<file path="src/rtl/assert_macros.svh">
// assertion macros used by the monitor top level
`ifndef ASSERT_MACROS_SVH
`define ASSERT_MACROS_SVH
`ifndef SYNTH
// same-cycle implication
`define ASSERT_IMPLIES(name, clk, rst, ante, cons) \
  name: assert property (@(posedge clk) disable iff (rst) (ante) |-> (cons)) \
    else $error("assertion failed: implication");
// next-cycle implication
`define ASSERT_NEXT(name, clk, rst, ante, cons) \
  name: assert property (@(posedge clk) disable iff (rst) (ante) |=> (cons)) \
    else $error("assertion failed: next-cycle implication");
`else
`define ASSERT_IMPLIES(name, clk, rst, ante, cons)
`define ASSERT_NEXT(name, clk, rst, ante, cons)
`endif
`endif

</file>
<file path="src/rtl/wdr_pkg.sv">
// shared constants and types of the drift and rebirth monitor
`timescale 1ns / 1ps
package wdr_pkg;
  localparam int unsigned RING_DEPTH_DEF = 16;
  localparam int unsigned WINDOW_MAX_DEF = 8;
  localparam int unsigned MIN_SAMPLES    = 4;

  localparam int unsigned SAMPLE_W  = 16;
  localparam int unsigned RATE_W    = 16;
  localparam int unsigned DISS_W    = 17;
  localparam int unsigned TOKEN_W   = 16;
  localparam int unsigned BIRTH_W   = 32;
  localparam int unsigned DTHR_W    = 16;
  localparam int unsigned TENSION_W = 28;
  localparam int unsigned PROD_W    = 32;
  localparam int unsigned CFG_IDX_W = 3;
  localparam int unsigned CFG_DAT_W = 28;

  typedef logic [1:0] action_t;
  localparam action_t ACT_PUSH  = 2'd0;
  localparam action_t ACT_TICK  = 2'd1;
  localparam action_t ACT_CHECK = 2'd2;

  typedef logic [1:0] rebirth_t;
  localparam rebirth_t REB_NONE   = 2'd0;
  localparam rebirth_t REB_LIFE   = 2'd1;
  localparam rebirth_t REB_METRIC = 2'd2;

  typedef logic signed [1:0] dir_t;
  localparam dir_t DIR_FLAT = 2'sb00;
  localparam dir_t DIR_UP   = 2'sb01;
  localparam dir_t DIR_DOWN = 2'sb11;

  typedef logic [CFG_IDX_W-1:0] cfg_idx_t;
  localparam cfg_idx_t CFG_MIN_TOKENS = 3'd0;
  localparam cfg_idx_t CFG_DRIFT_THR  = 3'd1;
  localparam cfg_idx_t CFG_DISS_THR   = 3'd2;
  localparam cfg_idx_t CFG_TENSION    = 3'd3;
  localparam cfg_idx_t CFG_LIFETIME   = 3'd4;

  localparam logic [TOKEN_W-1:0]   MIN_TOKENS_RST  = 16'd16;
  localparam logic [DTHR_W-1:0]    DRIFT_THR_RST   = 16'd4915;
  localparam logic [DISS_W-1:0]    DISS_THR_RST    = 17'd3277;
  localparam logic [TENSION_W-1:0] TENSION_THR_RST = 28'd163840;
  localparam logic [TOKEN_W-1:0]   LIFETIME_RST    = 16'd256;
  localparam logic [TOKEN_W-1:0]   TOKEN_MAX       = 16'hFFFF;

  // 20 * comb > 32768  <=>  comb >= 1639 (dead band of 0.05)
  localparam logic [RATE_W:0]     DIR_LIMIT  = 17'd1639;
  // 100 * d > 32768  <=>  d >= 328 (step band of 0.01)
  localparam logic [SAMPLE_W-1:0] STEP_LIMIT = 16'd328;
  // floor(x / 10) > t  <=>  x > 10 * t + 9
  localparam logic [PROD_W-1:0]   TENSION_ROUND = 32'd9;
endpackage

</file>
<file path="src/rtl/wdr_item_if.sv">
// input item channel
`timescale 1ns / 1ps
interface wdr_item_if import wdr_pkg::*; ();
  logic                valid;
  logic                ready;
  logic [1:0]          action;
  logic [SAMPLE_W-1:0] arousal;
  logic [SAMPLE_W-1:0] coherence;

  modport source (output valid, output action, output arousal, output coherence, input ready);
  modport sink   (input valid, input action, input arousal, input coherence, output ready);
endinterface

</file>
<file path="src/rtl/wdr_result_if.sv">
// result item channel
`timescale 1ns / 1ps
interface wdr_result_if import wdr_pkg::*; ();
  logic               valid;
  logic               ready;
  logic [RATE_W-1:0]  drift_mag;
  logic signed [1:0]  drift_sign;
  logic [DISS_W-1:0]  dissonance;
  logic [1:0]         rebirth;
  logic [BIRTH_W-1:0] generation;

  modport source (output valid, output drift_mag, output drift_sign, output dissonance,
                  output rebirth, output generation, input ready);
  modport sink   (input valid, input drift_mag, input drift_sign, input dissonance,
                  input rebirth, input generation, output ready);
endinterface

</file>
<file path="src/rtl/wdr_cfg_if.sv">
// configuration write channel
`timescale 1ns / 1ps
interface wdr_cfg_if import wdr_pkg::*; ();
  logic                 valid;
  logic                 ready;
  logic [CFG_IDX_W-1:0] index;
  logic [CFG_DAT_W-1:0] data;

  modport source (output valid, output index, output data, input ready);
  modport sink   (input valid, input index, input data, output ready);
endinterface

</file>
<file path="src/rtl/wdr_ram.sv">
// generic single-write, single-read ram with registered read
`timescale 1ns / 1ps
module wdr_ram #(
  parameter int unsigned WIDTH = 32,
  parameter int unsigned DEPTH = 16
) (
  input  logic                     clk,
  input  logic                     we,
  input  logic [$clog2(DEPTH)-1:0] waddr,
  input  logic [WIDTH-1:0]         wdata,
  input  logic [$clog2(DEPTH)-1:0] raddr,
  output logic [WIDTH-1:0]         rdata
);
  logic [WIDTH-1:0] mem [DEPTH];

  always_ff @(posedge clk) begin
    if (we) begin
      mem[waddr] <= wdata;
    end
    rdata <= mem[raddr];
  end
endmodule

</file>
<file path="src/rtl/wdr_div.sv">
// shared restoring divider, one quotient bit per cycle
`timescale 1ns / 1ps
module wdr_div #(
  parameter int unsigned DVD_W = 19,
  parameter int unsigned DVS_W = 3
) (
  input  logic             clk,
  input  logic             rst,
  input  logic             start,
  input  logic [DVD_W-1:0] dividend,
  input  logic [DVS_W-1:0] divisor,
  output logic             busy,
  output logic             done,
  output logic [DVD_W-1:0] quotient
);
  localparam int unsigned CNT_W = $clog2(DVD_W + 1);

  logic [DVD_W-1:0] work;   // dividend bits shift out, quotient bits shift in
  logic [DVS_W-1:0] rem;
  logic [DVS_W-1:0] dvs;
  logic [CNT_W-1:0] cnt;
  logic [DVS_W:0]   trial;
  logic             fits;

  assign trial    = {rem, work[DVD_W-1]};
  assign fits     = trial >= {1'b0, dvs};
  assign quotient = work;

  always_ff @(posedge clk) begin
    if (rst) begin
      busy <= 1'b0;
      done <= 1'b0;
    end else begin
      done <= 1'b0;
      if (start) begin
        work <= dividend;
        dvs  <= divisor;
        rem  <= '0;
        cnt  <= CNT_W'(DVD_W);
        busy <= 1'b1;
      end else if (busy) begin
        if (fits) begin
          rem <= DVS_W'(trial - {1'b0, dvs});
        end else begin
          rem <= trial[DVS_W-1:0];
        end
        work <= {work[DVD_W-2:0], fits};
        cnt  <= cnt - CNT_W'(1);
        if (cnt == CNT_W'(1)) begin
          busy <= 1'b0;
          done <= 1'b1;
        end
      end
    end
  end
endmodule

</file>
<file path="src/rtl/windowed_drift_rebirth_monitor_unit.sv">
// top level of the windowed drift and rebirth monitor
`timescale 1ns / 1ps
`include "assert_macros.svh"
// usage
//   item:   valid/ready channel, one transaction per action (push, tick, check)
//   result: valid/ready channel, exactly one result transaction per item
//   cfg:    valid/ready write channel, ready whenever out of reset, register index
//           plus data; write only while the block is idle
// timing
//   one item at a time; item.ready is high only while the sequencer is idle
//   with at least four samples stored the window walk reads the newest n samples, n the
//   window (up to WINDOW_MAX), and the six half-window and step divisions share
//   one bit-serial divider; the result is loaded after the divisions and the
//   combine and multiply steps, and the next item can follow once it is loaded
//   with fewer than four samples the walk and divisions are skipped
// reset
//   clears write pointer, fill and token counts, sets the birth count to one,
//   loads default register values; ring contents stay undefined until pushed
// stall
//   a finished result sits in the output register; the next item is taken
//   meanwhile, but its own result waits until the held one is taken
module windowed_drift_rebirth_monitor_unit import wdr_pkg::*; #(
  parameter int unsigned RING_DEPTH = RING_DEPTH_DEF,
  parameter int unsigned WINDOW_MAX = WINDOW_MAX_DEF
) (
  input logic         clk,
  input logic         rst,
  wdr_item_if.sink    item,
  wdr_result_if.source result,
  wdr_cfg_if.sink     cfg
);
  localparam int unsigned PTR_W    = $clog2(RING_DEPTH);
  localparam int unsigned FILL_W   = $clog2(RING_DEPTH + 1);
  localparam int unsigned N_W      = $clog2(WINDOW_MAX + 1);
  localparam int unsigned HALF_CNT = WINDOW_MAX - WINDOW_MAX / 2;
  localparam int unsigned SUM_W    = SAMPLE_W + $clog2(HALF_CNT);
  localparam int unsigned DVS_W    = $clog2(WINDOW_MAX);
  localparam int unsigned PAIR_W   = 2 * SAMPLE_W;

  typedef enum logic [2:0] {
    S_IDLE, S_START, S_READ, S_DIV, S_COMB1, S_COMB2, S_MULT, S_EMIT
  } state_t;

  typedef enum logic [2:0] {
    DV_FA, DV_SA, DV_FC, DV_SC, DV_AD, DV_CD
  } div_sel_t;

  // configuration registers
  logic [TOKEN_W-1:0]   min_tokens;
  logic [DTHR_W-1:0]    drift_thr;
  logic [DISS_W-1:0]    diss_thr;
  logic [TENSION_W-1:0] tension_thr;
  logic [TOKEN_W-1:0]   lifetime;

  // block state
  state_t              state;
  logic [PTR_W-1:0]    write_slot;
  logic [FILL_W-1:0]   fill_count;
  logic [TOKEN_W-1:0]  token_count;
  logic [BIRTH_W-1:0]  births;
  action_t             cur_action;

  // window walk
  logic [N_W-1:0]      n;
  logic [N_W-1:0]      half;
  logic [N_W-1:0]      rd_cnt;
  logic [PTR_W-1:0]    rd_ptr;
  logic [SUM_W-1:0]    fa, sa, fc, sc;
  logic [SAMPLE_W-1:0] old_a, old_c, new_a, new_c;

  // division results
  div_sel_t            div_sel;
  logic                div_start;
  logic                div_busy;
  logic                div_done;
  logic [SUM_W-1:0]    div_quot;
  logic [SUM_W-1:0]    div_dvd;
  logic [DVS_W-1:0]    div_dvs;
  logic [SAMPLE_W-1:0] qa0, qa1, qc0, qc1, qad, qcd;

  // metrics
  logic signed [17:0]  comb_sum;
  logic [RATE_W-1:0]   rate;
  dir_t                dir;
  logic [DISS_W-1:0]   diss;
  logic [PROD_W-1:0]   prod;
  logic [PROD_W-1:0]   tension_limit;

  // output register
  logic                res_valid;
  logic [RATE_W-1:0]   res_rate;
  dir_t                res_dir;
  logic [DISS_W-1:0]   res_diss;
  rebirth_t            res_reb;
  logic [BIRTH_W-1:0]  res_births;

  // combinational helpers
  logic                item_fire;
  logic                emit_fire;
  logic                ram_we;
  logic [PAIR_W-1:0]   ram_rdata;
  logic [SAMPLE_W-1:0] rd_a, rd_c;
  logic [N_W-1:0]      rd_idx;
  logic [N_W-1:0]      n_calc;
  logic [PTR_W:0]      start_ptr;
  logic                step_a_neg, step_c_neg;
  logic [SAMPLE_W-1:0] step_a_mag, step_c_mag;
  logic [17:0]         sum_mag;
  logic [RATE_W:0]     comb_mag;
  logic                opposite;
  rebirth_t            reb_code;

  assign item_fire = item.valid && item.ready;
  assign item.ready = (state == S_IDLE) && !rst;
  assign ram_we    = item_fire && (item.action == ACT_PUSH);
  assign emit_fire = (state == S_EMIT) && (!res_valid || result.ready);

  assign rd_a   = ram_rdata[PAIR_W-1:SAMPLE_W];
  assign rd_c   = ram_rdata[SAMPLE_W-1:0];
  assign rd_idx = rd_cnt - N_W'(1);

  // window size and oldest slot of the window
  assign n_calc = (fill_count >= FILL_W'(WINDOW_MAX)) ? N_W'(WINDOW_MAX)
                                                      : N_W'(fill_count);
  always_comb begin
    if ({1'b0, write_slot} >= (PTR_W + 1)'(n_calc)) begin
      start_ptr = {1'b0, write_slot} - (PTR_W + 1)'(n_calc);
    end else begin
      start_ptr = {1'b0, write_slot} + (PTR_W + 1)'(RING_DEPTH) - (PTR_W + 1)'(n_calc);
    end
  end

  // step deltas newest minus oldest, as sign and magnitude
  assign step_a_neg = new_a < old_a;
  assign step_c_neg = new_c < old_c;
  assign step_a_mag = step_a_neg ? old_a - new_a : new_a - old_a;
  assign step_c_mag = step_c_neg ? old_c - new_c : new_c - old_c;

  // operand select for the shared divider
  always_comb begin
    case (div_sel)
      DV_FA: begin
        div_dvd = fa;
        div_dvs = DVS_W'(half);
      end
      DV_SA: begin
        div_dvd = sa;
        div_dvs = DVS_W'(n - half);
      end
      DV_FC: begin
        div_dvd = fc;
        div_dvs = DVS_W'(half);
      end
      DV_SC: begin
        div_dvd = sc;
        div_dvs = DVS_W'(n - half);
      end
      DV_AD: begin
        div_dvd = SUM_W'(step_a_mag);
        div_dvs = DVS_W'(n - N_W'(1));
      end
      DV_CD: begin
        div_dvd = SUM_W'(step_c_mag);
        div_dvs = DVS_W'(n - N_W'(1));
      end
      default: begin
        div_dvd = fa;
        div_dvs = DVS_W'(half);
      end
    endcase
  end

  // combined drift: truncate toward zero, then magnitude
  assign sum_mag  = comb_sum[17] ? 18'(-comb_sum) : 18'(comb_sum);
  assign comb_mag = sum_mag[17:1];
  // opposite step directions beyond the band
  assign opposite = (qad >= STEP_LIMIT) && (qcd >= STEP_LIMIT) && (step_a_neg != step_c_neg);

  // rebirth decision from the finished metrics
  always_comb begin
    reb_code = REB_NONE;
    if (cur_action == ACT_CHECK && token_count >= min_tokens) begin
      if (rate > drift_thr || diss > diss_thr || prod > tension_limit) begin
        reb_code = REB_METRIC;
      end else if (token_count >= lifetime) begin
        reb_code = REB_LIFE;
      end
    end
  end

  wdr_ram #(
    .WIDTH (PAIR_W),
    .DEPTH (RING_DEPTH)
  ) u_ring (
    .clk   (clk),
    .we    (ram_we),
    .waddr (write_slot),
    .wdata ({item.arousal, item.coherence}),
    .raddr (rd_ptr),
    .rdata (ram_rdata)
  );

  wdr_div #(
    .DVD_W (SUM_W),
    .DVS_W (DVS_W)
  ) u_div (
    .clk      (clk),
    .rst      (rst),
    .start    (div_start),
    .dividend (div_dvd),
    .divisor  (div_dvs),
    .busy     (div_busy),
    .done     (div_done),
    .quotient (div_quot)
  );

  // configuration writes
  assign cfg.ready = !rst;
  always_ff @(posedge clk) begin
    if (rst) begin
      min_tokens  <= MIN_TOKENS_RST;
      drift_thr   <= DRIFT_THR_RST;
      diss_thr    <= DISS_THR_RST;
      tension_thr <= TENSION_THR_RST;
      lifetime    <= LIFETIME_RST;
    end else if (cfg.valid) begin
      case (cfg.index)
        CFG_MIN_TOKENS: min_tokens  <= cfg.data[TOKEN_W-1:0];
        CFG_DRIFT_THR:  drift_thr   <= cfg.data[DTHR_W-1:0];
        CFG_DISS_THR:   diss_thr    <= cfg.data[DISS_W-1:0];
        CFG_TENSION:    tension_thr <= cfg.data[TENSION_W-1:0];
        CFG_LIFETIME:   lifetime    <= cfg.data[TOKEN_W-1:0];
        default: ;
      endcase
    end
  end

  // sequencer
  always_ff @(posedge clk) begin
    if (rst) begin
      state       <= S_IDLE;
      write_slot  <= '0;
      fill_count  <= '0;
      token_count <= '0;
      births      <= BIRTH_W'(1);
      div_start   <= 1'b0;
      res_valid   <= 1'b0;
    end else begin
      // kick the divider after the window walk and after each quotient but the last
      div_start <= ((state == S_READ) && (rd_cnt == n)) ||
                   ((state == S_DIV) && div_done && (div_sel != DV_CD));
      // a new result replaces a taken one in the same cycle
      if (emit_fire) begin
        res_valid <= 1'b1;
      end else if (result.ready) begin
        res_valid <= 1'b0;
      end

      case (state)
        S_IDLE: begin
          if (item_fire) begin
            cur_action <= item.action;
            if (item.action == ACT_PUSH) begin
              write_slot <= (write_slot == PTR_W'(RING_DEPTH - 1)) ? '0
                                                                   : write_slot + PTR_W'(1);
              if (fill_count != FILL_W'(RING_DEPTH)) begin
                fill_count <= fill_count + FILL_W'(1);
              end
            end else if (item.action == ACT_TICK) begin
              if (token_count != TOKEN_MAX) begin
                token_count <= token_count + TOKEN_W'(1);
              end
            end
            state <= S_START;
          end
        end

        S_START: begin
          if (fill_count < FILL_W'(MIN_SAMPLES)) begin
            // too few samples: all metrics zero
            rate  <= '0;
            dir   <= DIR_FLAT;
            diss  <= '0;
            state <= S_MULT;
          end else begin
            n      <= n_calc;
            half   <= n_calc >> 1;
            rd_ptr <= start_ptr[PTR_W-1:0];
            rd_cnt <= '0;
            fa     <= '0;
            sa     <= '0;
            fc     <= '0;
            sc     <= '0;
            state  <= S_READ;
          end
        end

        S_READ: begin
          // ram data returns in the cycle after its read address
          if (rd_cnt != n) begin
            rd_ptr <= (rd_ptr == PTR_W'(RING_DEPTH - 1)) ? '0 : rd_ptr + PTR_W'(1);
          end
          if (rd_cnt != '0) begin
            if (rd_idx < half) begin
              fa <= fa + SUM_W'(rd_a);
              fc <= fc + SUM_W'(rd_c);
            end else begin
              sa <= sa + SUM_W'(rd_a);
              sc <= sc + SUM_W'(rd_c);
            end
            if (rd_idx == '0) begin
              old_a <= rd_a;
              old_c <= rd_c;
            end
            if (rd_idx == n - N_W'(1)) begin
              new_a <= rd_a;
              new_c <= rd_c;
            end
          end
          rd_cnt <= rd_cnt + N_W'(1);
          if (rd_cnt == n) begin
            div_sel <= DV_FA;
            state   <= S_DIV;
          end
        end

        S_DIV: begin
          if (div_done) begin
            case (div_sel)
              DV_FA: begin
                qa0     <= div_quot[SAMPLE_W-1:0];
                div_sel <= DV_SA;
              end
              DV_SA: begin
                qa1     <= div_quot[SAMPLE_W-1:0];
                div_sel <= DV_FC;
              end
              DV_FC: begin
                qc0     <= div_quot[SAMPLE_W-1:0];
                div_sel <= DV_SC;
              end
              DV_SC: begin
                qc1     <= div_quot[SAMPLE_W-1:0];
                div_sel <= DV_AD;
              end
              DV_AD: begin
                qad     <= div_quot[SAMPLE_W-1:0];
                div_sel <= DV_CD;
              end
              DV_CD: begin
                qcd   <= div_quot[SAMPLE_W-1:0];
                state <= S_COMB1;
              end
              default: state <= S_COMB1;
            endcase
          end
        end

        S_COMB1: begin
          // (later minus earlier) summed over both signals
          comb_sum <= $signed(18'({2'b00, qa1}) - 18'({2'b00, qa0})
                              + 18'({2'b00, qc1}) - 18'({2'b00, qc0}));
          diss     <= opposite ? DISS_W'({1'b0, qad} + {1'b0, qcd}) : '0;
          state    <= S_COMB2;
        end

        S_COMB2: begin
          rate <= comb_mag[RATE_W-1:0];
          if (comb_mag >= DIR_LIMIT) begin
            dir <= comb_sum[17] ? DIR_DOWN : DIR_UP;
          end else begin
            dir <= DIR_FLAT;
          end
          state <= S_MULT;
        end

        S_MULT: begin
          prod          <= PROD_W'(token_count) * PROD_W'(rate);
          tension_limit <= PROD_W'({tension_thr, 3'b000}) + PROD_W'({tension_thr, 1'b0})
                           + TENSION_ROUND;
          state         <= S_EMIT;
        end

        S_EMIT: begin
          if (emit_fire) begin
            res_rate  <= rate;
            res_dir   <= dir;
            res_diss  <= diss;
            res_reb   <= reb_code;
            if (reb_code != REB_NONE) begin
              token_count <= '0;
              births      <= births + BIRTH_W'(1);
              res_births  <= births + BIRTH_W'(1);
            end else begin
              res_births  <= births;
            end
            state <= S_IDLE;
          end
        end

        default: state <= S_IDLE;
      endcase
    end
  end

  assign result.valid      = res_valid;
  assign result.drift_mag  = res_rate;
  assign result.drift_sign = res_dir;
  assign result.dissonance = res_diss;
  assign result.rebirth    = res_reb;
  assign result.generation = res_births;

  // an accepted item always starts the sequencer
  `ASSERT_NEXT(a_accept_starts, clk, rst, item_fire, state == S_START)
  // the shared divider is never restarted while it is still working
  `ASSERT_IMPLIES(a_div_start_free, clk, rst, div_start, !div_busy)
  // a rebirth clears the token count
  `ASSERT_NEXT(a_rebirth_clears, clk, rst, emit_fire && reb_code != REB_NONE, token_count == '0)
  // a result is only loaded once the output register is free
  `ASSERT_IMPLIES(a_emit_free, clk, rst, emit_fire && res_valid, result.ready)
endmodule

</file>
<file path="src/flat_wrapper.sv">
// flat-port wrapper written by rule: the top's interface ports become plain ports
module windowed_drift_rebirth_monitor_unit_flat import wdr_pkg::*;
#(
  parameter int unsigned RING_DEPTH = RING_DEPTH_DEF,
  parameter int unsigned WINDOW_MAX = WINDOW_MAX_DEF
)
  (clk, rst, item_valid, item_action, item_arousal, item_coherence, item_ready, result_valid, result_drift_mag, result_drift_sign, result_dissonance, result_rebirth, result_generation, result_ready, cfg_valid, cfg_index, cfg_data, cfg_ready);
  wdr_item_if item_i ();
  wdr_result_if result_i ();
  wdr_cfg_if cfg_i ();
  input logic clk;
  input logic rst;
  input wire logic [$bits(item_i.valid)-1:0] item_valid;
  input wire logic [$bits(item_i.action)-1:0] item_action;
  input wire logic [$bits(item_i.arousal)-1:0] item_arousal;
  input wire logic [$bits(item_i.coherence)-1:0] item_coherence;
  output wire logic [$bits(item_i.ready)-1:0] item_ready;
  output wire logic [$bits(result_i.valid)-1:0] result_valid;
  output wire logic [$bits(result_i.drift_mag)-1:0] result_drift_mag;
  output wire logic [$bits(result_i.drift_sign)-1:0] result_drift_sign;
  output wire logic [$bits(result_i.dissonance)-1:0] result_dissonance;
  output wire logic [$bits(result_i.rebirth)-1:0] result_rebirth;
  output wire logic [$bits(result_i.generation)-1:0] result_generation;
  input wire logic [$bits(result_i.ready)-1:0] result_ready;
  input wire logic [$bits(cfg_i.valid)-1:0] cfg_valid;
  input wire logic [$bits(cfg_i.index)-1:0] cfg_index;
  input wire logic [$bits(cfg_i.data)-1:0] cfg_data;
  output wire logic [$bits(cfg_i.ready)-1:0] cfg_ready;
  assign item_i.valid = item_valid;
  assign item_i.action = item_action;
  assign item_i.arousal = item_arousal;
  assign item_i.coherence = item_coherence;
  assign item_ready = item_i.ready;
  assign result_valid = result_i.valid;
  assign result_drift_mag = result_i.drift_mag;
  assign result_drift_sign = result_i.drift_sign;
  assign result_dissonance = result_i.dissonance;
  assign result_rebirth = result_i.rebirth;
  assign result_generation = result_i.generation;
  assign result_i.ready = result_ready;
  assign cfg_i.valid = cfg_valid;
  assign cfg_i.index = cfg_index;
  assign cfg_i.data = cfg_data;
  assign cfg_ready = cfg_i.ready;
  windowed_drift_rebirth_monitor_unit #(.RING_DEPTH(RING_DEPTH), .WINDOW_MAX(WINDOW_MAX)) u_core (.clk(clk), .rst(rst), .item(item_i), .result(result_i), .cfg(cfg_i));
endmodule
</file>
<file path="config.mk">
export PLATFORM = sky130hd
export DESIGN_NAME = windowed_drift_rebirth_monitor_unit_flat
export DESIGN_NICKNAME = d
export VERILOG_FILES = /design/src/rtl/wdr_pkg.sv /design/src/rtl/wdr_item_if.sv /design/src/rtl/wdr_result_if.sv /design/src/rtl/wdr_cfg_if.sv /design/src/rtl/wdr_ram.sv /design/src/rtl/wdr_div.sv /design/src/rtl/windowed_drift_rebirth_monitor_unit.sv /design/src/flat_wrapper.sv
export VERILOG_INCLUDE_DIRS = /design/src /design/src/rtl
export SDC_FILE = /design/constraint.sdc
export NUM_CORES = 2
export LEC_CHECK = 0
export BUFFER_PORTS_ARGS = -buffer_cell sky130_fd_sc_hd__buf_2
export CAP_MARGIN = 40
export CORE_MARGIN = 1
export CORE_UTILIZATION = 50
export CTS_CLUSTER_DIAMETER = 120
export CTS_CLUSTER_SIZE = 30
export DETAILED_ROUTE_END_ITERATION = 6
export PLACE_DENSITY = 0.66
export SYNTH_ARGS = -nofsm -noshare
export SYNTH_HDL_FRONTEND = slang
export SYNTH_SLANG_ARGS = --single-unit
</file>
<file path="constraint.sdc">
create_clock -name clk -period 9.3 [get_ports clk]
set_input_delay 0.93 -clock clk [delete_from_list [all_inputs] [get_ports clk]]
set_output_delay 0.93 -clock clk [all_outputs]
set_load 0.1 [all_outputs]
</file>
==> flow_summary.ini <==
[hold_path]
worstHoldPathCells = 2
min_to = u_core.diss_thr[4]$_SDFFE_PP0P_
hp-class = reg2reg
hp-start = u_core.diss_thr[4]$_SDFFE_PP0P_

[route]
vias = 42900
wirelength_microns = 161000
viasPerCell = 5.75
wl_per_cell_microns = 21.6
drc_errors = 0
drtIter0Drc = 3482
drt.antenna.violating_nets = 0
firstDrtPassIters = 5

[worst_setup_path]
crit_required_ps = 9710
crit_fanout = 23
timing.rr.end = u_core.prod[31]$_DFFE_PP_
r2r_setup_slack_ps = 2300
worstPathArrival_ps = 7410
crit_path_top_delay_cell = dfxtp_1
worstReg2RegStart = u_core.token_count[6]$_SDFFE_PP0P_
critical-path-top-delay-family = adder cells
slowest_delay_ps = 990
endpoint_kind = flip-flop
crit_top_cell = fa_1
worstSetupPathType = reg2reg
worstPathCellList = nand2_1 -> fa_1 -> inv_1 -> fa_1 -> inv_1 -> fa_1 -> inv_1 -> fa_1 -> fa_1 -> inv_1 -> fa_1 -> inv_1 -> ha_1 -> a21oi_1 -> o21ai_0 -> a21oi_1 -> o21ai_0 -> a21oi_1 -> o211ai_1 -> nand2_1 -> o311ai_0 -> a21oi_1 -> xnor2_1
path_buf_inv = 5
crit_path_start_kind = flip-flop
rr_worst_depth = 23
crit_cells = 23

[place]
port_buffers = 141
place_area_sq_mm = 0.0682
routabilityCongestion = 0.894
place_inst = 7375
dp_hpwl_microns = 112000

[synth]
synth-edff-count = 975
yosys.area.top_type = edfxtp_1
synthesis.area_sq_mm = 0.0652
syn_inst = 5645
ys_ff_latch = 1164
synthDistinctLibCells = 74
netlist.area_leader.share = 0.449
avgSynthCellArea_sq_um = 11.6
ys_async_sr_fraction = 0
synthFlopType = edfxtp_1
yosysWarnings = 0
ys_seq_area_frac = 0.507
ys_top_cells_by_area = edfxtp_1 45%, ha_1 8.7%, fa_1 6.9%, dfxtp_1 5.8%, inv_1 3.2%
netlist_top_cells_count = 975 x edfxtp_1, 563 x inv_1, 514 x nand2_1
synth_nets = 6394
synth_most_common_cell = edfxtp_1

[global_route]
antenna_found_initial = 12
gr-total-overflow = 0
globalRoute.busiestLayer = met2
grtUsageTotal = 0.244
grtUsageMet3 = 0.0324
use_met2 = 0.419
grt_pass1_vias = 42700
grt_pass1_wl_microns = 249000
grt_max_degree = 109
grt_use_met1 = 0.318

[run_status]
status = finished clean

[layout]
final_cell_area_sq_mm = 0.0697
nets = 6431
area_growth_pct = 6.81
drive_gt1_frac = 0.0797
fin_cells = 7465

[pwr]
ir_worst_vdd_v = 0.000153
power.leakage_uw = 0.0278
power.density_mw_per_mm2 = 149

[sta]
final_hold_viol_count = 0
fin_crit_sh = 0.753
worst_clock_skew_ps = 98.8
worst_slew_pin_slew_ps = 991
post-route-min-period_ps = 7000
slew_headroom = 0.338
tns_ps = 0
grt_setup_unrepaired = false
max_freq_mhz = 143
slew_viol_final = 0
finalSetupViolations = 0

[floorplanning]
die_width_microns = 363
fp.dieH_microns = 363
start_util = 0.504
ioPinCount = 142
core_area_sq_mm = 0.129
die_area_sq_mm = 0.132
num_rows = 132

[cts]
clk_pin_slew_ps = 120
post_cts_resized = 0
clkSinkCount = 1164
cts_made_buffers = 47
clock_path_buffers = 3
clk_latency_ps = 720
htreeDepth = 2
holdBufCountCts = 0
clock-root-buffer = clkbuf_16
postCtsSetupBuffers = 0
cts_tree = yes

[flow_run]
cap_violations = 0
-- layout make-up --
type,instances,area (sq um)
fillers,11200,59800
flip-flops and latches,1164,33100
multi-input cells,3685,29400
well taps,1742,2180
inverters,563,2110
repair buffers,221,1440
clock buffers,77,1300
clock inverters,11,194
diodes,2,5.00
-- flip-flops by register name (all words and copies together), names as in the netlist, 17 cells and up --
name	flops
u_core.prod	32
u_core.births	32
u_core.fc	18
u_core.comb_sum	18
u_core.u_ring.mem	512
u_core.diss	17
u_core.result.generation	32
u_core.tension_thr	28
u_core.diss_thr	17
u_core.u_div.quotient	18
u_core.result.dissonance	17
u_core.sa	18
u_core.u_ring.rdata	32
u_core.sc	18
u_core.fa	18
u_core.tension_limit	31
-- placed cells by master, fill, tap and decap left out, types with 50 or more instances in the layout --
cell and instances:
mux2i_1 130, nor2b_1 50, buf_2 142, inv_1 563, a221oi_1 50, and3_1 54
a21oi_1 343, mux2_2 53, mux4_2 64, edfxtp_1 975, xor2_1 109, ha_1 455
xnor2_1 109, nand2_1 513, nor3_1 120, nor2_1 284, fa_1 224, and2_1 142
a21o_1 115, buf_4 67, o21ai_0 229, nand3_1 79, dfxtp_1 189
-- logic make-up (layout without fill, tap and decap cells) --
kind of cell,count (synthesis),after routing,synth area share
compound gates,1054,1054,0.102
xor+xnor,218,218,0.0293
fa+ha+maj,679,679,0.156
buf+inv,796,872,0.0458
flops,1164,1164,0.507
mux,247,247,0.0512
other cells,0,2,0
simple gates,1487,1487,0.109
-- per-stage QoR --
| step | power [uW] | utilization | setup WS [ps] | hold WS, ps |
|---|---|---|---|---|
| finish | 10400 | 0.538 | 2300 | 465 |
| global route | 10800 | 0.538 | 1850 | 466 |
| global placement | 7760 | 0.525 | 2620 | 444 |
| floorplan | 7230 | - | 1680 | 400 |
| detailed placement | 7810 | 0.526 | 2510 | 450 |
| CTS | 10500 | 0.538 | 2390 | 428 |
-- metal layers --
| layer | wire length, microns | vias up | part of all wire |
|---|---|---|---|
| met1 | 67500 | 21400 | 0.42 |
| li1 | - | 20200 | - |
| met4 | 5750 | 16 | 0.036 |
| met3 | 9270 | 235 | 0.058 |
| met5 | 98 | - | 0.00061 |
| met2 | 78300 | 1169 | 0.49 |
-- where the power goes --
group          internal (uW)  switching, uW  leakage, uW
Clock                   1020           1680     0.000707
Sequential              5830            215       0.0104
Combinational            622           1030       0.0167
-- worst max path at each step --
stage	startpoint	to
after floorplan	rst	u_core.u_ring.mem[3][0]$_DFFE_PP_
after global placement	u_core.token_count[8]$_SDFFE_PP0P_	u_core.prod[31]$_DFFE_PP_
after detailed placement	u_core.token_count[6]$_SDFFE_PP0P_	u_core.prod[31]$_DFFE_PP_
after CTS	u_core.token_count[6]$_SDFFE_PP0P_	u_core.prod[31]$_DFFE_PP_
after global routing	u_core.token_count[6]$_SDFFE_PP0P_	u_core.prod[31]$_DFFE_PP_
final	u_core.token_count[6]$_SDFFE_PP0P_	u_core.prod[31]$_DFFE_PP_
-- worst register-to-register path, cell delays in order, from the launching register on --
cell	delay (ps)
dfxtp_1	990
nand2_1	170
fa_1	550
inv_1	50
fa_1	500
inv_1	50
fa_1	480
inv_1	60
fa_1	540
fa_1	550
inv_1	50
fa_1	520
inv_1	40
ha_1	350
a21oi_1	90
o21ai_0	180
a21oi_1	110
o21ai_0	180
a21oi_1	100
o211ai_1	260
nand2_1	160
o311ai_0	420
a21oi_1	140
xnor2_1	150
Power figures use the tool's default switching activity.
